===== config.mk =====
export PLATFORM = sky130hd
export DESIGN_NAME = wflr_div
export DESIGN_NICKNAME = d
export VERILOG_FILES = /design/src/design/wflr_pkg.sv /design/src/design/wflr_div.sv
export SDC_FILE = /design/constraint.sdc
export NUM_CORES = 1
export LEC_CHECK = 0
export BUFFER_PORTS_ARGS = -buffer_cell sky130_fd_sc_hd__clkbuf_2
export CAP_MARGIN = 40
export CORE_ASPECT_RATIO = 0.75
export CORE_MARGIN = 4
export CORE_UTILIZATION = 33
export CTS_CLUSTER_DIAMETER = 50
export DETAILED_ROUTE_END_ITERATION = 6
export GPL_TIMING_DRIVEN = 1
export PLACE_DENSITY_LB_ADDON = 0.15
export SETUP_SLACK_MARGIN = 0.02
export SLEW_MARGIN = 20
export SYNTH_ARGS = -nofsm -noshare
export SYNTH_HDL_FRONTEND = slang
export SYNTH_SLANG_ARGS = --single-unit

===== constraint.sdc =====
create_clock -name clk -period 6.4 [get_ports clk]
set_clock_uncertainty 0.05 [all_clocks]
set_input_delay 1.28 -clock clk [delete_from_list [all_inputs] [get_ports clk]]
set_output_delay 1.28 -clock clk [all_outputs]
set_load 0.02 [all_outputs]

===== src/design/wflr_pkg.sv =====
// Shared types and constants for the windowed frame loss rate block.
`default_nettype none

package wflr_pkg;

  localparam int CNT_W  = 31;             // frame counters
  localparam int TS_W   = 64;             // millisecond timestamps
  localparam int WIN_W  = 22;             // window register
  localparam int LOSS_W = 15;             // Q.8 percent result
  localparam int SRC_W  = 2;              // rate source code
  localparam int PROD_W = CNT_W + LOSS_W; // num * 25600

  localparam logic [LOSS_W-1:0] FULL_Q8    = 15'd25600;
  localparam logic [WIN_W-1:0]  WINDOW_RST = 22'd30000;
  localparam logic              OP_CLEAR   = 1'b1;

  typedef enum logic [SRC_W-1:0] {
    SRC_NONE = 2'd0,
    SRC_CUM  = 2'd1,
    SRC_WIN  = 2'd2
  } rate_src_t;

  typedef struct packed {
    logic [CNT_W-1:0] dropped;
    logic [CNT_W-1:0] total;
    logic [TS_W-1:0]  tstamp;
  } ring_entry_t;

  typedef enum logic [3:0] {
    ST_IDLE,
    ST_NEW_RD,
    ST_NEW_CHK,
    ST_WRITE,
    ST_EXP_RD,
    ST_EXP_CHK,
    ST_DIV_GO,
    ST_DIV_WAIT,
    ST_OUT
  } ctl_state_t;

  typedef enum logic [1:0] {
    DV_IDLE,
    DV_STEP,
    DV_DONE
  } div_state_t;

endpackage

`default_nettype wire


===== src/design/wflr_div.sv =====
// Ratio unit: min(num * 25600 / den, 25600), restoring division one bit per cycle.
`default_nettype none

module wflr_div (
  input  wire logic                          clk,
  input  wire logic                          rst_n,
  input  wire logic                          start,
  input  wire logic [wflr_pkg::CNT_W-1:0]    num,
  input  wire logic [wflr_pkg::CNT_W-1:0]    den,
  output logic                               done,
  output logic [wflr_pkg::LOSS_W-1:0]        quotient
);
  import wflr_pkg::*;

  localparam int STEP_N  = LOSS_W;
  localparam int STEP_CW = $clog2(STEP_N);

  div_state_t         state_r, state_nxt;
  logic [CNT_W-1:0]   rem_r;
  logic [CNT_W-1:0]   den_r;
  logic [LOSS_W-1:0]  low_r;
  logic               sat_r;
  logic [STEP_CW-1:0] step_r;
  logic [PROD_W-1:0]  prod;
  logic [CNT_W:0]     rem_sh;
  logic [CNT_W:0]     rem_diff;
  logic               take;
  logic               last_step;

  // num < den keeps the quotient below 25600, so the top 31 product bits
  // are already a valid partial remainder; only 15 quotient bits remain.
  assign prod      = PROD_W'(num) * PROD_W'(FULL_Q8);
  assign rem_sh    = {rem_r, low_r[LOSS_W-1]};
  assign take      = rem_sh >= {1'b0, den_r};
  assign rem_diff  = rem_sh - {1'b0, den_r};
  assign last_step = step_r == STEP_CW'(STEP_N - 1);

  always_comb begin
    state_nxt = state_r;
    unique case (state_r)
      DV_IDLE: if (start) state_nxt = DV_STEP;
      DV_STEP: if (sat_r || last_step) state_nxt = DV_DONE;
      DV_DONE: state_nxt = DV_IDLE;
      default: state_nxt = DV_IDLE;
    endcase
  end

  always_comb begin
    done     = state_r == DV_DONE;
    quotient = sat_r ? FULL_Q8 : low_r;
  end

  always_ff @(posedge clk) begin
    if (!rst_n) begin
      state_r <= DV_IDLE;
    end else begin
      state_r <= state_nxt;
    end
  end

  always_ff @(posedge clk) begin
    if (state_r == DV_IDLE && start) begin
      rem_r  <= prod[PROD_W-1:LOSS_W];
      low_r  <= prod[LOSS_W-1:0];
      den_r  <= den;
      sat_r  <= num >= den;
      step_r <= '0;
    end else if (state_r == DV_STEP) begin
      rem_r  <= take ? rem_diff[CNT_W-1:0] : rem_sh[CNT_W-1:0];
      low_r  <= {low_r[LOSS_W-2:0], take};
      step_r <= step_r + STEP_CW'(1);
    end
  end

endmodule

`default_nettype wire

### After elaboration in Yosys (flattened, before gate mapping)

Cells that the tools add are included.

| word-level totals | value |
|---|---|
| output and inout bits | 16 |
| input bits | 65 |
| bits in registers | 84 |
| word-level logic and storage cells | 31 |

| cells by class | value |
|---|---|
| multipliers | 1 |
| equal/unequal tests | 5 |
| mux-type cells | 9 |
| magnitude comparators | 2 |
| $add $sub $neg | 2 |
| reduce and logical (&&, ||, !) cells | 5 |

Operators by type and width:

| cell | count |
|---|---|
| 31-bit 2-to-1 mux | 3 |
| 15-bit 2-to-1 mux | 3 |
| 31-bit by 5-bit multiplier with 36-bit output (second input constant) | 1 |
| 32-bit by 31-bit greater-or-equal comparator with 1-bit output | 1 |
| 31-bit greater-or-equal comparator | 1 |
| 31-bit subtractor | 1 |
| 4-bit by 1-bit adder with 4-bit output (second input constant) | 1 |
| 4-bit equality test (second input constant) | 1 |
| 2-bit 2-to-1 mux | 2 |
| 2-bit != test (second input constant) | 2 |
| 2-bit one-hot mux with 2 select lines | 1 |
| 2-bit by 1-bit equality test with 1-bit output (second input constant) | 1 |
| 2-bit equality test (second input constant) | 1 |
| 2-bit logical NOT | 1 |
| 2-bit AND reduction | 1 |
| 2-bit nonzero test | 1 |
| 1-bit logical AND | 1 |
| 1-bit logical OR | 1 |

### Depth between registers and ports, before layout

Gate-level depths: netlist of the first run.

| logic depth | value |
|---|---|
| depth in word-level cells | 4 |
| depth in mapped cells | 16 |
| mapped depth without buffers | 15 |

### Worst setup path before layout of the first run

OpenSTA, ideal clock, no wires.

| timing path | value |
|---|---|
| path kind | input port to flip-flop |
| from | in num[3] in the netlist's numbering |
| to | reg rem_r[30] (data pin) |
| setup slack | 1.305 ns |
| cell stages on the path | 15 |
| library setup time | 0.256 ns |
| arrival | 4.789 ns |
| data required time | 6.094 ns |
| cell sequence | ha_1 > ha_1 > inv_1 > fa_1 > inv_1 > ha_1 > o211ai_1 > o211ai_1 > a31oi_1 > o311a_1 > o31a_1 > o31a_1 > o21ai_0 > mux2_2 > o211a_1 |

| between the ends | value |
|---|---|
| cells in the longest elaborated chain, start to end | 2 |

Ends and longest elaborated chain:

| item | RTL line | RTL |
|---|---|---|
| start, declared | wflr_div.sv:8 | `input wire logic [wflr_pkg::CNT_W-1:0] num,` |
| 31-bit by 5-bit multiplier with 36-bit output | wflr_div.sv:32 | `assign prod = PROD_W'(num) * PROD_W'(FULL_Q8);` |
| 31-bit 2-to-1 mux | wflr_div.sv:62 | `if (state_r == DV_IDLE && start) begin` |
| end signal, assigned | wflr_div.sv:63 | `rem_r <= prod[PROD_W-1:LOSS_W];` |
| end signal, assigned | wflr_div.sv:69 | `rem_r <= take ? rem_diff[CNT_W-1:0] : rem_sh[CNT_W-1:0];` |
| end, declared | wflr_div.sv:19 | `logic [CNT_W-1:0] rem_r;` |

Every way passes these cells.
A chain may end at the register's enable or synchronous reset.

### Worst setup path after layout of the first run

Ends and elaborated chain as after synthesis.

==> results.json, run 1 <==
{
  "floorplan.core_area_mm2": 0.02720,
  "cts_tree": "built",
  "yosysUniqueCellTypes": 64,
  "wire_length_of_the_first_global_routing_pass_mm": 38.37,
  "run_status": "finished, final reports clean",
  "slew_viol_final": 0,
  "tightestPinTransition_ns": 0.6812,
  "tritoncts_num_sinks": 84,
  "hp-class": "reg2reg",
  "crit-reg2reg-capture": "rem_r[14]",
  "setup_violations": 0,
  "p_sw_share_pct": 44.56,
  "areaGrowthSynthToFinish_pct": 11.81,
  "layoutNonFillerInstCount": 1473,
  "cts_buffers": 9,
  "final_min_period_over_clock_period_pct": 84.88,
  "synth_area_leader_cell": "edfxtp_1",
  "finalWeightedCongestion": 0.8221,
  "antenna_left": 0,
  "cellInternalPower_mw": 1.901,
  "timing_hold_violations_final": 0,
  "ctsHoldBuffers": 0,
  "critPathMaxStageDelay_ns": 0.49,
  "power.share.sequential_pct": 24.6,
  "maxCapViolations": 0,
  "detailedRoute.firstPassIterationCount": 6,
  "post_synth.cell_area_avg_um2": 8.778,
  "crit_path_start_kind": "input port",
  "reg2reg_slack_ns": 2.65,
  "route.final.wire_length_mm": 23.36,
  "clk_transition_reported_paths_ns": 0.08,
  "tot_pwr_mw": 3.428,
  "final_net_count": 1370,
  "netSwitchingPower_mw": 1.528,
  "timing.critical_path.required_ns": 6.48,
  "rows": 52,
  "initial_core_utilization_pct": 33.73,
  "grt_pass1_vias": 6995,
  "source_of_the_worst_register_to_register_timing_path": "low_r[14]",
  "worstPathCellList": "clkbuf_2 > ha_1 > ha_1 > inv_1 > fa_1 > inv_1 > ha_1 > o211ai_1 > o211ai_1 > a31oi_1 > buf_4 > o311a_1 > o31a_1 > o31a_1 > o21ai_0 > mux2_2 > o211a_1",
  "drt_iter0_markers": 468,
  "critPathTopFamily": "compound AO/OA/AOI/OAI gates",
  "crit_top_cell": "ha_1",
  "synth_ff_type": "edfxtp_1",
  "vert_die_dim_um": 152.4,
  "setup_tns_ns": 0,
  "critical_path.n_buffers_inverters": 4,
  "synth-edff-count": 68,
  "antenna_found_initial": 0,
  "drc": 0,
  "worstSetupEndpointType": "register",
  "num_vias": 7267,
  "overflow": 0,
  "asyncSetResetFlopFracSynth_pct": 0,
  "die_area_mm2": 0.03055,
  "cp-startpoint": "num[3]",
  "timing.critical_path.fanout_max": 4,
  "share_clk_of_total_power_pct": 16.0,
  "layout.cells.most_common": "inv_1",
  "cp_arrival_ns": 5.51,
  "cp_max_delay_cell": "fa_1",
  "synth.yosys.warnings": 0,
  "finalHoldWorstSlack_ns": 0.4008,
  "pwr_density_cell_mw_per_mm2": 334.3,
  "cts_setup_buffers": 0,
  "post-route-util_pct": 37.71,
  "synth.cell_area_mm2": 0.009173,
  "timing.hold.worst.start": "low_r[1]",
  "leading_cell_types_in_the_layout_fill_and_taps_excluded": "188 x inv_1, 161 x ha_1, 85 x a21oi_1",
  "total_leakage_power_nw": 5.175,
  "clk_latency_ns": 0.37,
  "rsz0062_at_grt": "no",
  "worst_slew_margin_rel_pct": 54.49,
  "synth.top_cells.by_area": "edfxtp_1 22%, ha_1 22%, inv_1 7.7%, fa_1 5.9%, a21oi_1 4.6%",
  "postSynthRegisterBits": 84,
  "synth_fp_nets": 1298,
  "fmax_mhz": 184.1,
  "n_antenna_cell": 0,
  "route.detailed.vias_per_inst": 4.933,
  "holdPathEnd": "low_r[2]",
  "grt_util_all_layers_pct": 15.42,
  "htree_num_levels": 3,
  "max-clock-path-buffers": 2,
  "path_class": "in2reg",
  "post_cts_resized": 0,
  "power.ir.vdd_worst_uv": 165.1,
  "number_of_cells_on_the_worst_hold_path": 2,
  "grt_max_degree": 40,
  "depth_of_the_most_critical_reg_to_reg_path": 13,
  "synth-seq-area-share_pct": 25.75,
  "buffer_ports.inserted": 80,
  "syn_inst": 1045,
  "place_hpwl_mm": 19.05,
  "timing.final.crit_period_ns": 5.433,
  "clock_tree.root_cell": "clkbuf_16",
  "final_layout_size_suffix_gt1_share_pct": 10.61,
  "dp_cells": 1456,
  "post-synth-top-area-fraction_pct": 22.26,
  "post_detailed_route_wirelength_per_cell_um": 15.86,
  "die_width_um": 200.5,
  "io-pin-count": 81,
  "combPwrFrac_pct": 59.3
}
[Yosys cell counts, drive strengths merged (15+ instances only)]
master,number
dfxtp,16
nand3,24
nor2b,28
a21oi,85
nand2,64
inv,189
xor2,21
clkbuf,18
xnor2,27
fa,27
ha,161
o21ai,40
a211oi,15
a21o,47
nor2,59
edfxtp,68
[logic make-up after synthesis]
group           after synthesis  synth area share [%]
xor+xnor                     48                 4.583
flops                        84                 25.75
mux                          10                 1.105
simple gates                232                 12.35
compound gates              265                 18.93
buf+inv                     218                 9.426
fa+ha+maj                   188                 27.85
[sequential cells by signal, indices dropped and copies added, names as in the netlist]
signal	flops
den_r	31
low_r	15
rem_r	31
sat_r	1
state_r	2
step_r	4
[stage by stage]
stage	instance area [µm²]	setup WS, ns
after floorplan	9173	1.305
after global placement	9917	0.6770
after detailed placement	9937	0.6233
after CTS	10240	1.011
after global routing	10260	0.7333
final	10260	0.9674
[final cells by class]
type	count	area [µm²]
inverters	189	709.4
flip-flops and latches	84	2362
multi-input cells	743	5946
clock buffers	9	225.2
clock inverters	7	78.83
repair buffers	90	495.5
well taps	351	439.2
fillers	2808	16940
[tightest hold or removal path: stages, from the launching register on]
cell,delay [ns]
dfxtp_1,0.32
nand2_1,0.05
nand2_1,0.04
[power groups by stage]
| stage | registers, mW | logic, mW | clock network [mW] |
|---|---|---|---|
| global placement | 0.854 | 2.02 | 0 |
| floorplan | 0.830 | 1.59 | 0 |
| finish | 0.844 | 2.03 | 0.550 |
| global route | 0.859 | 2.31 | 0.589 |
| CTS | 0.844 | 2.04 | 0.566 |
| detailed placement | 0.855 | 2.02 | 0 |
[worst max path at each step]
| stage | slack (ns) | cells after the start | to |
|---|---|---|---|
| floorplan | 1.31 | 15 | rem_r[30] |
| global placement | 0.68 | 17 | rem_r[30] |
| detailed placement | 0.62 | 17 | rem_r[30] |
| CTS | 1.01 | 17 | rem_r[30] |
| global route | 0.73 | 17 | rem_r[30] |
| finish | 0.97 | 17 | rem_r[30] |
[metal layers]
metal	GRT usage, %	share of wire (%)
met4	1.965	0.60
met1	25.56	57
met2	20.94	39
met3	2.617	3.7
met5	0	0
Note: power is estimated with default switching activity, not from simulation.
==> run 2, diff against run 1 <==
Settings changed: ABC_AREA set to 1.
Clock period 6.4 ns to 5.01 ns, I/O delays scaled along.
==> results.json, run 2 <==
{
  "asyncSetResetFlopFracSynth_pct": 0,
  "cts_buffers": 9,
  "ctsHoldBuffers": 0,
  "reg2reg_slack_ns": 1.74,
  "die_width_um": 217.4,
  "timing_hold_violations_final": 0,
  "synth.cell_area_mm2": 0.01085,
  "route.detailed.vias_per_inst": 4.645,
  "grt_max_degree": 35,
  "grt_pass1_vias": 9721,
  "yosysUniqueCellTypes": 41,
  "synth.top_cells.by_area": "edfxtp_1 19%, ha_1 19%, nand2_1 17%, inv_1 14%, fa_1 5.0%",
  "cp_max_delay_cell": "fa_1",
  "timing.critical_path.required_ns": 5.06,
  "final_net_count": 1964,
  "critPathMaxStageDelay_ns": 0.50,
  "run_status": "finished, final reports clean",
  "setup_violations": 0,
  "rows": 57,
  "areaGrowthSynthToFinish_pct": 11.04,
  "cts_tree": "built",
  "number_of_cells_on_the_worst_hold_path": 2,
  "cp_arrival_ns": 3.93,
  "synth_ff_type": "edfxtp_1",
  "vert_die_dim_um": 165.0,
  "rsz0062_at_grt": "no",
  "worstSetupEndpointType": "register",
  "timing.final.crit_period_ns": 3.881,
  "synth_fp_nets": 1888,
  "path_class": "in2reg",
  "timing.critical_path.fanout_max": 4,
  "tightestPinTransition_ns": 0.6732,
  "buffer_ports.inserted": 80,
  "detailedRoute.firstPassIterationCount": 5,
  "overflow": 0,
  "clock_tree.root_cell": "clkbuf_16",
  "critical_path.n_buffers_inverters": 3,
  "htree_num_levels": 3,
  "grt_util_all_layers_pct": 19.04,
  "pwr_density_cell_mw_per_mm2": 410.6,
  "antenna_left": 0,
  "fmax_mhz": 257.7,
  "synth.yosys.warnings": 0,
  "floorplan.core_area_mm2": 0.03238,
  "synth.most_common_cell": "nand2_1",
  "fillCellCount": 3598,
  "layout.cells.most_common": "nand2_1",
  "max-clock-path-buffers": 2,
  "timing.hold.worst.start": "step_r[2]",
  "drc": 0,
  "cts_setup_buffers": 0,
  "hp-class": "reg2reg",
  "total_leakage_power_nw": 6.786,
  "syn_inst": 1635,
  "io-pin-count": 81,
  "drt_iter0_markers": 702,
  "crit_path_start_kind": "input port",
  "route.final.wire_length_mm": 33.60,
  "final_cell_area_mm2": 0.01205,
  "final_min_period_over_clock_period_pct": 77.46,
  "maxCapViolations": 0,
  "wire_length_of_the_first_global_routing_pass_mm": 53.17,
  "post-synth-top-area-fraction_pct": 18.82,
  "synth-edff-count": 68,
  "place_hpwl_mm": 29.07,
  "worstPathCellList": "clkbuf_2 > ha_1 > ha_1 > inv_1 > fa_1 > inv_1 > ha_1 > nand2_1 > o21ai_1 > nand2_1 > nand2_1 > nand2_1 > nand2_1 > nand2_1 > nand2_1 > nand2_1 > nand3_1 > nand2_1",
  "reg.largest.list": "den_r (31), rem_r (31), low_r (15)",
  "die_area_mm2": 0.03587,
  "holdPathEnd": "step_r[2]",
  "synth_area_leader_cell": "edfxtp_1",
  "setup_tns_ns": 0,
  "clk_latency_ns": 0.35,
  "antenna_found_initial": 1,
  "ys_top_cells_by_count": "480 x nand2_1, 394 x inv_1, 161 x ha_1",
  "synth-seq-area-share_pct": 21.78,
  "slew_viol_final": 0,
  "num_vias": 10023,
  "leading_cell_types_in_the_layout_fill_and_taps_excluded": "479 x nand2_1, 393 x inv_1, 161 x ha_1",
  "finalWeightedCongestion": 0.9058,
  "clk_transition_reported_paths_ns": 0.07,
  "post_synth.cell_area_avg_um2": 6.635,
  "finalHoldWorstSlack_ns": 0.4450,
  "source_of_the_worst_register_to_register_timing_path": "low_r[14]",
  "crit-reg2reg-capture": "rem_r[27]",
  "post_detailed_route_wirelength_per_cell_um": 15.57,
  "n_antenna_cell": 0,
  "dpl_cell_area_mm2": 0.01175,
  "critPathTopFamily": "adder cells",
  "depth_of_the_most_critical_reg_to_reg_path": 15,
  "tritoncts_num_sinks": 84,
  "final_layout_size_suffix_gt1_share_pct": 7.576,
  "initial_core_utilization_pct": 33.50,
  "post_cts_resized": 0,
  "postSynthRegisterBits": 84,
  "power.ir.vdd_worst_uv": 170.4,
  "worst_slew_margin_rel_pct": 55.01,
  "crit_top_cell": "nand2_1"
}
## run 2: cell types whose count changed in the layout (fill, tap and decap cells not counted), moves of 14 or more
cell,change
a21o_1,-47
nor2b_1,-28
nand3b_1,+30
inv_1,+205
xnor2_1,-14
nor2_1,+43
nand3_1,+71
o21ai_0,+17
nand4_1,+15
a21oi_1,-15
nand2_1,+415
## run 2: per-stage QoR
stage          setup slack, ns  instances  util [%]  total power, mW
2_1_floorplan            1.370       1635         -            3.392
3_3_place_gp            0.7490       2139     36.16            4.268
3_5_place_dp            0.7578       2142     36.30            4.275
4_1_cts                  1.129       2158     37.20            4.950
5_1_grt                 0.8740       2158     37.20            5.482
6_report                 1.129       2158     37.20            4.945
## run 2: cell type report
| class | count | area, µm² | share of cell area [%] |
|---|---|---|---|
| Clock buffer | 10 | 250.2 | 2.077 |
| Clock inverter | 6 | 41.29 | 0.3428 |
| Inverter | 403 | 1513 | 12.56 |
| Multi-Input combinational cell | 1128 | 6865 | 57.00 |
| Sequential cell | 84 | 2362 | 19.61 |
| Tap cell | 442 | 553.0 | 4.591 |
| Timing Repair Buffer | 85 | 460.4 | 3.823 |
## run 2: cell families after synthesis
kind of cell,count (synthesis),synth area share (%)
flip-flops,84,21.78
AND/OR/NAND/NOR,774,30.73
buffers and inverters,423,14.96
adder cells (fa/ha/maj),188,23.55
AO/OA/AOI/OAI,141,6.967
XOR/XNOR,25,2.018
## run 2: metal layers
| metal | global-route usage [%] | vias up | share of wire, % |
|---|---|---|---|
| met2 | 29.23 | 191 | 42 |
| met5 | 0 | - | 0 |
| met3 | 1.766 | 28 | 3.9 |
| li1 | - | 5257 | - |
| met4 | 4.276 | 0 | 1.5 |
| met1 | 28.91 | 4547 | 53 |
## run 2: report_power, final
| part | total, mW | internal [mW] | switching, mW | leakage [nW] |
|---|---|---|---|---|
| Clock | 0.655 | 0.368 | 0.287 | 0.145 |
| Sequential | 1.06 | 0.973 | 0.0886 | 0.791 |
| Combinational | 3.23 | 1.08 | 2.15 | 5.85 |
| Total | 4.95 | 2.42 | 2.52 | 6.79 |
## run 2: worst max path at each step
stage / start / to / slack [ns] / cells past startpoint
finish: num[4] / rem_r[29] / 1.13 / 18
global route: num[3] / rem_r[15] / 0.87 / 18
CTS: num[3] / rem_r[29] / 1.13 / 18
detailed placement: num[3] / rem_r[29] / 0.76 / 18
global placement: num[4] / rem_r[29] / 0.75 / 18
floorplan: num[3] / rem_r[29] / 1.37 / 17
## run 2: worst register-to-register path: cells and delay by family (launching register included)
family,cells,cell delay [ns]
buf+inv,2,0.22
fa+ha+maj,2,0.69
flops,1,0.32
simple gates,11,1.74
==> run 3, diff against run 2 <==
Clock period 5.01 ns to 3.4 ns, I/O delays scaled along.
==> results.json, run 3 (same netlist as run 2, synthesis figures left out) <==
{
  "run_status": "finished, final reports clean",
  "depth_of_the_most_critical_reg_to_reg_path": 16,
  "io-pin-count": 81,
  "final_layout_size_suffix_gt1_share_pct": 19.21,
  "rows": 57,
  "grt_pass1_vias": 10156,
  "timing.hold.worst.start": "step_r[2]",
  "clk_transition_reported_paths_ns": 0.07,
  "worstSetupEndpointType": "register",
  "fmax_mhz": 307.5,
  "grt_util_all_layers_pct": 19.50,
  "timing.critical_path.fanout_max": 4,
  "critPathTopFamily": "adder cells",
  "final_net_count": 2101,
  "overflow": 0,
  "die_width_um": 217.4,
  "place_hpwl_mm": 30.28,
  "die_area_mm2": 0.03587,
  "critical_path.n_buffers_inverters": 6,
  "drt_iter0_markers": 728,
  "power.share.sequential_pct": 18.8,
  "timing_hold_violations_final": 0,
  "post-route-util_pct": 42.00,
  "p_sw_share_pct": 48.99,
  "grt_max_degree": 36,
  "areaGrowthSynthToFinish_pct": 25.37,
  "vert_die_dim_um": 165.0,
  "clk_latency_ns": 0.35,
  "finalWeightedCongestion": 0.9499,
  "n_antenna_cell": 0,
  "crit_path_start_kind": "input port",
  "setup_violations": 0,
  "htree_num_levels": 3,
  "route.final.wire_length_mm": 34.96,
  "number_of_cells_on_the_worst_hold_path": 2,
  "worstPathCellList": "clkbuf_2 > ha_1 > ha_1 > inv_1 > fa_1 > inv_1 > ha_4 > nand2_1 > buf_4 > nor2_4 > inv_1 > buf_4 > nor2_1 > nand2_1 > nand2_1 > nand2_1 > nand3_1 > nand2_1",
  "share_clk_of_total_power_pct": 12.0,
  "path_class": "in2reg",
  "timing.critical_path.required_ns": 3.45,
  "route.detailed.vias_per_inst": 4.575,
  "rsz0062_at_grt": "yes",
  "final_min_period_over_clock_period_pct": 95.66,
  "wire_length_of_the_first_global_routing_pass_mm": 54.73,
  "num_vias": 10499,
  "antenna_found_initial": 0,
  "maxCapViolations": 0,
  "floorplan.core_area_mm2": 0.03238,
  "cp_arrival_ns": 3.31,
  "cp_max_delay_cell": "fa_1",
  "timing.final.crit_period_ns": 3.253,
  "slew_viol_final": 0,
  "crit-reg2reg-capture": "rem_r[9]",
  "power.ir.vdd_worst_uv": 279.0,
  "holdPathEnd": "step_r[2]",
  "max-clock-path-buffers": 2,
  "cellInternalPower_mw": 4.231,
  "cts_buffers": 9,
  "reg2reg_slack_ns": 0.56,
  "setup_ws_ns": 0.1475,
  "leading_cell_types_in_the_layout_fill_and_taps_excluded": "459 x nand2_1, 392 x inv_1, 141 x buf_4",
  "source_of_the_worst_register_to_register_timing_path": "low_r[14]",
  "buffer_ports.inserted": 80,
  "detailedRoute.firstPassIterationCount": 5,
  "hp-class": "reg2reg",
  "tritoncts_num_sinks": 84,
  "crit_top_cell": "nand2_1",
  "drc": 0,
  "pwr_density_cell_mw_per_mm2": 609.9,
  "critPathMaxStageDelay_ns": 0.50,
  "clock_tree.root_cell": "clkbuf_16",
  "tightestPinTransition_ns": 0.7369,
  "initial_core_utilization_pct": 33.50,
  "worst_slew_margin_rel_pct": 50.88,
  "combPwrFrac_pct": 69.3,
  "cts_tree": "built",
  "tot_pwr_mw": 8.295,
  "total_leakage_power_nw": 7.450,
  "layout.cells.most_common": "nand2_1",
  "place_worst_setup_slack_ns": -0.4564,
  "reg.largest.list": "den_r (31), rem_r (31), low_r (15)",
  "netSwitchingPower_mw": 4.064,
  "antenna_left": 0,
  "post_detailed_route_wirelength_per_cell_um": 15.23
}
run 3: stage by stage:
step	TNS, ns	hold slack, ns	std cells	area (µm²)
after floorplan	0	0.4062	1635	10850
after CTS	0	0.4483	2286	13050
final	0	0.4477	2295	13600
after global routing	-0.03821	0.4640	2295	13600
after detailed placement	-8.577	0.4386	2270	12700
after global placement	-8.090	0.4311	2270	12700
run 3: worst max path at each step:
stage / from / endpoint / slack [ns] / cells after the start
2_1_floorplan: num[3] / rem_r[29] / 0.08 / 17
3_3_place_gp: num[3] / rem_r[27] / -0.46 / 18
3_5_place_dp: num[3] / rem_r[27] / -0.46 / 18
4_1_cts: num[6] / rem_r[26] / 0.005 / 17
5_1_grt: num[11] / rem_r[30] / -0.02 / 18
6_report: num[15] / rem_r[18] / 0.15 / 18
run 3: power groups by stage:
stage                     Clock, mW  Sequential, mW  Combinational, mW
after floorplan                   0            1.52               3.47
after global placement            0            1.57               5.29
after detailed placement          0            1.57               5.28
after CTS                      1.01            1.55               5.34
after global routing           1.06            1.58               6.46
final                         0.992            1.56               5.74
run 3: timing repair:
item / in CTS / in global routing
hold buffers: 0 / 0
pin swaps: 0 / 17
setup buffers: 0 / 9
setup endpoints to repair: 11 / 25
resized for setup: 13 / 100
run 3: layout make-up:
class / count / area [µm²]
fillers: 3487 / 18780
flip-flops and latches: 84 / 2362
inverters: 403 / 1513
clock inverters: 7 / 76.32
clock buffers: 9 / 225.2
multi-input cells: 1128 / 7392
repair buffers: 222 / 1479
well taps: 442 / 553.0
run 3: tightest hold or removal path, delay by kind of cell (launching register included):
family                 cells  cell delay, ns
DFF                        1            0.35
buffers and inverters      1            0.06
AOI/OAI and AO/OA          1            0.05
run 3: routing by layer:
| metal | wire [µm] | track usage (%) | vias up |
|---|---|---|---|
| met5 | 0 | 0 | - |
| met4 | 421 | 3.323 | 0 |
| met3 | 1019 | 1.214 | 23 |
| met2 | 14630 | 30.23 | 157 |
| met1 | 18890 | 30.15 | 4771 |
| li1 | - | - | 5548 |
